===== src/rtl/core/bmc_pkg.sv =====
`timescale 1ns / 1ps
// Shared types and constants for the bracket match checker.
// No dependencies; imported by bmc_cfg, bmc_front, bmc_back and the top level.
package bmc_pkg;

    localparam int STACK_DEPTH = 64;
    localparam int SP_W        = $clog2(STACK_DEPTH + 1);
    localparam int STK_AW      = $clog2(STACK_DEPTH);

    localparam int QUEUE_DEPTH = 2;
    localparam int QAW         = $clog2(QUEUE_DEPTH);
    localparam int QCW         = $clog2(QUEUE_DEPTH + 1);

    localparam int SYMBOL_W    = 8;
    localparam int STATUS_W    = 3;
    localparam int SCORE_W     = 32;
    localparam int DEPTH_W     = 7;
    localparam int WEIGHT_W    = 16;
    localparam int NUM_WEIGHTS = 4;
    localparam int KIND_W      = 2;

    localparam int APB_AW      = 4;
    localparam int APB_DW      = 32;

    localparam logic [SYMBOL_W-1:0] CH_ROUND_OPEN   = 8'h28;
    localparam logic [SYMBOL_W-1:0] CH_ROUND_CLOSE  = 8'h29;
    localparam logic [SYMBOL_W-1:0] CH_SQUARE_OPEN  = 8'h5B;
    localparam logic [SYMBOL_W-1:0] CH_SQUARE_CLOSE = 8'h5D;
    localparam logic [SYMBOL_W-1:0] CH_CURLY_OPEN   = 8'h7B;
    localparam logic [SYMBOL_W-1:0] CH_CURLY_CLOSE  = 8'h7D;
    localparam logic [SYMBOL_W-1:0] CH_ANGLE_OPEN   = 8'h3C;
    localparam logic [SYMBOL_W-1:0] CH_ANGLE_CLOSE  = 8'h3E;

    localparam logic [WEIGHT_W-1:0] WEIGHT_ROUND_RST  = 16'd3;
    localparam logic [WEIGHT_W-1:0] WEIGHT_SQUARE_RST = 16'd57;
    localparam logic [WEIGHT_W-1:0] WEIGHT_CURLY_RST  = 16'd1197;
    localparam logic [WEIGHT_W-1:0] WEIGHT_ANGLE_RST  = 16'd25137;

    typedef enum logic [KIND_W-1:0] {
        KIND_ROUND  = 2'd0,
        KIND_SQUARE = 2'd1,
        KIND_CURLY  = 2'd2,
        KIND_ANGLE  = 2'd3
    } t_kind;

    typedef enum logic [1:0] {
        REG_WEIGHT_ROUND  = 2'd0,
        REG_WEIGHT_SQUARE = 2'd1,
        REG_WEIGHT_CURLY  = 2'd2,
        REG_WEIGHT_ANGLE  = 2'd3
    } t_reg_idx;

    typedef enum logic [STATUS_W-1:0] {
        ST_OPENED   = 3'd0,
        ST_MATCHED  = 3'd1,
        ST_CORRUPT  = 3'd2,
        ST_SKIPPED  = 3'd3,
        ST_INVALID  = 3'd4,
        ST_OVERFLOW = 3'd5
    } t_status;

    // Classified symbol handed from the front end to the stack engine
    typedef struct packed {
        logic  is_bracket;
        logic  is_open;
        t_kind kind;
        logic  line_end;
    } t_item;

    typedef logic [WEIGHT_W-1:0] t_weight;
    typedef t_weight [NUM_WEIGHTS-1:0] t_weights;

endpackage


===== src/rtl/core/bmc_ram.sv =====
`timescale 1ns / 1ps
// Generic single-write, single-read RAM with registered read data.
// No dependencies.
module bmc_ram #(
    parameter int WIDTH = 2,
    parameter int DEPTH = 64
) (
    input  logic                     i_clk,
    input  logic                     i_we,
    input  logic [$clog2(DEPTH)-1:0] i_waddr,
    input  logic [WIDTH-1:0]         i_wdata,
    input  logic [$clog2(DEPTH)-1:0] i_raddr,
    output logic [WIDTH-1:0]         o_rdata
);

    logic [WIDTH-1:0] r_mem [DEPTH];
    logic [WIDTH-1:0] r_rdata;

    always_ff @(posedge i_clk) begin
        if (i_we) begin
            r_mem[i_waddr] <= i_wdata;
        end
        r_rdata <= r_mem[i_raddr];
    end

    assign o_rdata = r_rdata;

endmodule


===== src/rtl/core/bmc_back.sv =====
`timescale 1ns / 1ps
// Stack engine: applies queued symbols to the bracket stack, scores corrupt lines
// and holds the result register. Depends on bmc_pkg and bmc_ram.
module bmc_back
    import bmc_pkg::*;
(
    input  logic                i_clk,
    input  logic                i_rst_n,
    input  logic                i_q_valid,
    input  t_item               i_q_item,
    output logic                o_q_pop,
    input  t_weights            i_weights,
    output logic                o_valid,
    input  logic                i_ready,
    output t_status             o_status,
    output logic [SCORE_W-1:0]  o_total_score,
    output logic [SP_W-1:0]     o_stack_depth
);

    // Stack top lives in r_top; entries below it live in the RAM.
    logic [SP_W-1:0]    r_sp, n_sp;
    t_kind              r_top, n_top;
    logic               r_skip, n_skip;
    logic [SCORE_W-1:0] r_score, n_score;
    logic               r_fwd, n_fwd;
    t_kind              r_fwd_data;

    logic               r_out_valid;
    t_status            r_out_status, n_status;
    logic [SCORE_W-1:0] r_out_score;
    logic [SP_W-1:0]    r_out_sp;

    logic               step;
    logic               we;
    logic [STK_AW-1:0]  waddr;
    logic [STK_AW-1:0]  raddr;
    logic [KIND_W-1:0]  rdata;
    t_kind              below;
    logic [SCORE_W:0]   sum;

    assign step    = i_q_valid & (~r_out_valid | i_ready);
    assign o_q_pop = step;
    assign below   = r_fwd ? r_fwd_data : t_kind'(rdata);
    assign sum     = {1'b0, r_score} + {{(SCORE_W + 1 - WEIGHT_W){1'b0}},
                                        i_weights[i_q_item.kind]};

    always_comb begin
        n_sp     = r_sp;
        n_top    = r_top;
        n_skip   = r_skip;
        n_score  = r_score;
        n_status = ST_SKIPPED;
        we       = 1'b0;
        waddr    = STK_AW'(r_sp - 1'b1);
        if (step) begin
            priority if (r_skip) begin
                n_status = ST_SKIPPED;
            end else if (!i_q_item.is_bracket) begin
                n_status = ST_INVALID;
            end else if (i_q_item.is_open) begin
                if (r_sp == SP_W'(STACK_DEPTH)) begin
                    n_status = ST_OVERFLOW;
                end else begin
                    // spill the old top below the new one
                    we       = (r_sp != '0);
                    n_top    = i_q_item.kind;
                    n_sp     = r_sp + 1'b1;
                    n_status = ST_OPENED;
                end
            end else if (r_sp != '0 && r_top == i_q_item.kind) begin
                n_top    = below;
                n_sp     = r_sp - 1'b1;
                n_status = ST_MATCHED;
            end else begin
                n_score  = sum[SCORE_W] ? '1 : sum[SCORE_W-1:0];
                n_skip   = 1'b1;
                n_status = ST_CORRUPT;
            end
            if (i_q_item.line_end) begin
                n_sp   = '0;
                n_skip = 1'b0;
            end
        end
    end

    // Prefetch the entry under the next top so a pop can follow every cycle that the engine steps
    assign raddr = (n_sp >= SP_W'(2)) ? STK_AW'(n_sp - SP_W'(2)) : '0;
    assign n_fwd = we & (waddr == raddr);

    bmc_ram #(
        .WIDTH (KIND_W),
        .DEPTH (STACK_DEPTH)
    ) u_stack_ram (
        .i_clk   (i_clk),
        .i_we    (we),
        .i_waddr (waddr),
        .i_wdata (r_top),
        .i_raddr (raddr),
        .o_rdata (rdata)
    );

    always_ff @(posedge i_clk) begin
        if (!i_rst_n) begin
            r_sp        <= '0;
            r_skip      <= 1'b0;
            r_score     <= '0;
            r_fwd       <= 1'b0;
            r_out_valid <= 1'b0;
        end else begin
            r_sp    <= n_sp;
            r_skip  <= n_skip;
            r_score <= n_score;
            r_fwd   <= n_fwd;
            if (step) begin
                r_out_valid <= 1'b1;
            end else if (i_ready) begin
                r_out_valid <= 1'b0;
            end
        end
    end

    always_ff @(posedge i_clk) begin
        r_top      <= n_top;
        r_fwd_data <= r_top;
        if (step) begin
            r_out_status <= n_status;
            r_out_score  <= n_score;
            r_out_sp     <= n_sp;
        end
    end

    assign o_valid       = r_out_valid;
    assign o_status      = r_out_status;
    assign o_total_score = r_out_score;
    assign o_stack_depth = r_out_sp;

endmodule


===== config.mk =====
export PLATFORM = sky130hd
export DESIGN_NAME = bmc_back
export DESIGN_NICKNAME = d
export VERILOG_FILES = /design/src/rtl/core/bmc_pkg.sv /design/src/rtl/core/bmc_ram.sv /design/src/rtl/core/bmc_back.sv
export SDC_FILE = /design/constraint.sdc
export NUM_CORES = 1
export LEC_CHECK = 0
export ABC_AREA = 1
export BUFFER_PORTS_ARGS = -buffer_cell sky130_fd_sc_hd__buf_2
export CORE_MARGIN = 1.5
export CORE_UTILIZATION = 45
export CTS_BUF_LIST = sky130_fd_sc_hd__clkbuf_8
export DETAILED_ROUTE_END_ITERATION = 8
export SKIP_CTS_REPAIR_TIMING = 1
export SLEW_MARGIN = 10
export SYNTH_ARGS = -nofsm -noshare
export SYNTH_HDL_FRONTEND = slang
export SYNTH_SLANG_ARGS = --single-unit

===== constraint.sdc =====
create_clock -name i_clk -period 4.4 [get_ports i_clk]
set_input_delay 0.88 -clock i_clk [delete_from_list [all_inputs] [get_ports i_clk]]
set_output_delay 0.88 -clock i_clk [all_outputs]
set_load 0.02 [all_outputs]

==> summary by stage <==
Route
The remaining antenna violation count after routing is 0. The initial detailed-routing violation count is 531. In the routed design, unresolved DRC markers number 0. The via total after detailed routing is 8763. Wires add up to 27.6 mm. The via-per-instance ratio is 5.12. The routed length per placed instance is 16.1 um.

For this run, the detailed router's first-pass iteration total came to 5.

STA
For the final database, setup skew stands at 0.0372 ns. Setup slack on the critical path of the routed design comes to 0.551 ns. Setup repair after global routing left no endpoint under its margin. The achievable clock frequency is 260 MHz. The final setup TNS is 0 ns. The final hold violation count is 0. The final setup violation count is 0.

The final critical-path share of the clock period is 0.875. The headroom to the max-slew limit is 0.441. The minimum period implied by the final worst setup slack is 3.85 ns. Final hold analysis gives a worst-case slack of 0.495 ns. For the pin with the worst max-slew slack, the measured transition is 0.838 ns. The final-report max-slew violation count came to 0.

Cells and area
The diode insertion count for antenna repair is 0. In the final design database the tool counted 1450 nets. The area growth from synthesis to layout is 14.9%. In the final layout, the share of cells above drive strength 1 is 0.180.

Fill cells in the final layout number 2333.

Placement
Prior to clock tree synthesis, the placed netlist has a worst setup slack of 0.0327 ns. The half-perimeter wire length after placement is 19.0 mm. During placement, the flow inserted port buffers numbering 116. Routability-driven placement finished with a final weighted congestion of 0.911.

Critical path
The worst register-to-register path has a depth of 25. The maximum net fanout on the critical path is 19. The gate family responsible for the most delay along the worst path is simple AND/OR/NAND/NOR gates. The buffer and inverter count on the worst path is 5. The signal on the critical path passes through buf_2 > inv_2 > o21ai_0 > o22ai_1 > ha_1 > inv_1 > fa_1 > o21ai_1 > nand3_1 > nand2_1 > nand4_1 > nand2_1 > a21boi_1 > o21ai_0 > a21boi_1 > inv_1 > nand2_1 > nor2_1 > nand2_2 > nand3b_1 > nand2_1 > inv_1. The critical path in this run is classified as in2reg. The critical path crosses 22 cells after its start point. For this run, the slowest stage of the critical path takes 0.40 ns. The cell that appears most often on the critical path is sky130_fd_sc_hd__nand2_1. The critical path's slowest cell is sky130_fd_sc_hd__fa_1.

The data arrival time of the worst path is 4.34 ns. Data on the critical path is required at its endpoint by 4.89 ns. The kind of start point of the critical path is a primary input. The type of element capturing the critical path is a flop. In this run the critical register-to-register path is launched from r_sp[0]. In this run the worst setup path begins at i_q_item[2].

Logic synthesis
Yosys mapped a number of flops with a built-in enable equal to 172. The synthesized netlist net count is 1317. The fraction of registers with async set/reset is 0. Counting flops and latches in the post-synthesis netlist gives 218. The unique cell type count in the Yosys netlist is 46. The number of instances in the synthesized netlist is 1224.

By area the synthesized netlist is led by sky130_fd_sc_hd__edfxtp_1 47%, sky130_fd_sc_hd__dfxtp_1 8.3%, sky130_fd_sc_hd__nand3_1 6.8%, sky130_fd_sc_hd__nand2_1 6.5%, sky130_fd_sc_hd__nor2_1 6.0%. The post-synthesis cell type with the largest combined area is sky130_fd_sc_hd__edfxtp_1. Among all flip-flop cells after synthesis, the most frequent one is sky130_fd_sc_hd__edfxtp_1. sky130_fd_sc_hd__nand2_1 is the most common cell in the netlist. The fraction of post-synthesis cell area in the top cell type by area is 0.466. The synthesized area per cell is 9.05 um^2. In the synthesized netlist, the cells that appear most often are 193 x sky130_fd_sc_hd__nand2_1, 178 x sky130_fd_sc_hd__nor2_1, 172 x sky130_fd_sc_hd__edfxtp_1, 150 x sky130_fd_sc_hd__nand3_1, 149 x sky130_fd_sc_hd__inv_1. The proportion of synthesized chip area in sequential cells is 0.549. After synthesis the cells add up to 11100 um^2. The number of warning messages in the yosys log is 0.

Global routing
Summed over all layers, the global routing overflow is 0. The first global-routing pass estimated 43.6 mm of wire. The initial antenna violation count is 0. The global routing usage summed across all routing layers is 0.216.

Entering global routing, the biggest net connects 66 pins. The number of global-route vias before repair is 8566.

Min path
The number of cells on the worst hold path is 2. The class of the tightest hold or removal check is reg2reg. The startpoint of the worst hold path is o_valid.

CTS
The tree is rooted in a sky130_fd_sc_hd__clkbuf_8. After clock tree synthesis, the clock-pin slew on the worst setup and hold paths is 0.06 ns. The clock reaches the later pin of the worst-skew pair after 0.54 ns. The TritonCTS clock tree is built. The TritonCTS sink count is 218. The level count of the clock H-tree is 2. The maximum buffer depth of the clock tree is 3.

Clock tree synthesis inserted a total of 38 buffers.

Power and ir drop
In this run the power density over the cells is 390 nW/um^2. The worst voltage drop across the vdd grid is 0.228 mV. For this design the static power due to leakage is 5.47 nW.

Die
The count of standard-cell rows is 57. The floorplan step defined a die boundary enclosing 25600 um^2. The initial utilization of the core area, before any placement, comes to 0.457. The overall die width is 160 um. During I/O placement, the number of pins put on the boundary was 117. The vertical die dimension is 160 um. In this run the standard cell core region covers 24200 um^2.

Outcome
The flow ran to the end, and the final reports show no timing, DRC or antenna violations.

Flow run
The max-cap check violation count is 0.
[area by class of cell]
type	count	area, um^2	share of cell area
flip-flops and latches	218	6090	0.478
multi-input cells	804	4160	0.327
repair buffers	139	778	0.0611
clock buffers	41	564	0.0443
well taps	324	405	0.0318
clock inverters	28	154	0.0121
inverters	156	586	0.0460
[flip-flops by register name (all words and copies together), names as in the netlist]
name / count
u_stack_ram.r_mem: 128
o_total_score: 32
r_score: 32
o_stack_depth: 7
r_sp: 7
o_status: 3
r_fwd_data: 2
r_top: 2
u_stack_ram.o_rdata: 2
o_valid: 1
r_fwd: 1
r_skip: 1
[layout by cell type, fill, tap and decap left out, types with 8 or more instances in the layout]
| cell | n |
|---|---|
| sky130_fd_sc_hd__edfxtp_1 | 172 |
| sky130_fd_sc_hd__dfxtp_1 | 46 |
| sky130_fd_sc_hd__o22ai_1 | 24 |
| sky130_fd_sc_hd__inv_2 | 8 |
| sky130_fd_sc_hd__buf_4 | 21 |
| sky130_fd_sc_hd__o21ai_0 | 52 |
| sky130_fd_sc_hd__nand2_1 | 193 |
| sky130_fd_sc_hd__xnor2_1 | 12 |
| sky130_fd_sc_hd__nor2_1 | 177 |
| sky130_fd_sc_hd__clkbuf_8 | 41 |
| sky130_fd_sc_hd__or2_2 | 19 |
| sky130_fd_sc_hd__nand3b_1 | 22 |
| sky130_fd_sc_hd__ha_1 | 19 |
| sky130_fd_sc_hd__o2111ai_1 | 13 |
| sky130_fd_sc_hd__nor3_1 | 10 |
| sky130_fd_sc_hd__xor2_1 | 9 |
| sky130_fd_sc_hd__inv_1 | 160 |
| sky130_fd_sc_hd__nand3_1 | 150 |
| sky130_fd_sc_hd__buf_2 | 116 |
| sky130_fd_sc_hd__a21oi_1 | 36 |
[cells by family (layout without fill, tap and decap cells)]
group | Yosys count | count (layout) | share of synthesized area
AOI/OAI and AO/OA | 145 | 145 | 0.0761
adders and majority gates | 20 | 20 | 0.0233
DFF | 218 | 218 | 0.549
buffers and inverters | 202 | 364 | 0.0758
xor gates and xnor gates | 23 | 23 | 0.0195
and+or+nand+nor | 616 | 616 | 0.256
[path summary, 6_finish.rpt]
path	slack (ns)	end
setup / recovery	0.55	r_score[18]
hold / removal	0.49	o_valid
setup reg to reg	0.68	u_stack_ram.o_rdata[1]
hold reg to reg	0.49	o_valid
[power breakdown]
group / switching [mW] / total, mW / internal, mW
combinational: 0.621 / 0.910 / 0.289
clock: 0.829 / 1.75 / 0.925
sequential: 0.0222 / 2.30 / 2.28
total: 1.47 / 4.97 / 3.49
[metal layers]
metal | wire, um | share of wire | vias to the layer above | GRT usage
met5 | 0 | 0 | - | 0
met4 | 561 | 0.020 | 0 | 0.0671
met3 | 1650 | 0.060 | 47 | 0.0447
met2 | 13100 | 0.48 | 243 | 0.364
met1 | 12200 | 0.44 | 4077 | 0.279
li1 | - | - | 4396 | -
[per-stage QoR]
stage           util  instances  power [mW]  cell area [um^2]
5_1_grt        0.525       1710        5.20             12700
2_1_floorplan      -       1224        2.98             11100
6_report       0.525       1710        4.97             12700
4_1_cts        0.525       1710        5.01             12700
3_5_place_dp   0.496       1641        3.25             12000
3_3_place_gp   0.496       1641        3.25             12000
[worst reg2reg max path: stages (launching register included)]
cell and delay [ns]:
sky130_fd_sc_hd__dfxtp_1 0.42, sky130_fd_sc_hd__inv_2 0.12, sky130_fd_sc_hd__ha_1 0.27, sky130_fd_sc_hd__nand2_1 0.08, sky130_fd_sc_hd__nor2_1 0.05, sky130_fd_sc_hd__nand2_1 0.14, sky130_fd_sc_hd__nand2_4 0.11, sky130_fd_sc_hd__nand2_4 0.13
sky130_fd_sc_hd__nand2_1 0.06, sky130_fd_sc_hd__nand2_1 0.07, sky130_fd_sc_hd__nand2_2 0.07, sky130_fd_sc_hd__nor2_4 0.14, sky130_fd_sc_hd__inv_1 0.07, sky130_fd_sc_hd__ha_1 0.24, sky130_fd_sc_hd__nand3_2 0.11, sky130_fd_sc_hd__nor2_2 0.08
sky130_fd_sc_hd__nand2_8 0.10, sky130_fd_sc_hd__nand2_2 0.18, sky130_fd_sc_hd__inv_2 0.45, sky130_fd_sc_hd__nor2_1 0.08, sky130_fd_sc_hd__nand2_1 0.08, sky130_fd_sc_hd__nand3_1 0.08, sky130_fd_sc_hd__nand3_1 0.11, sky130_fd_sc_hd__nand3_1 0.11
sky130_fd_sc_hd__nand3_1 0.10, sky130_fd_sc_hd__nand2_1 0.11
(Power assumes the default switching activity.)
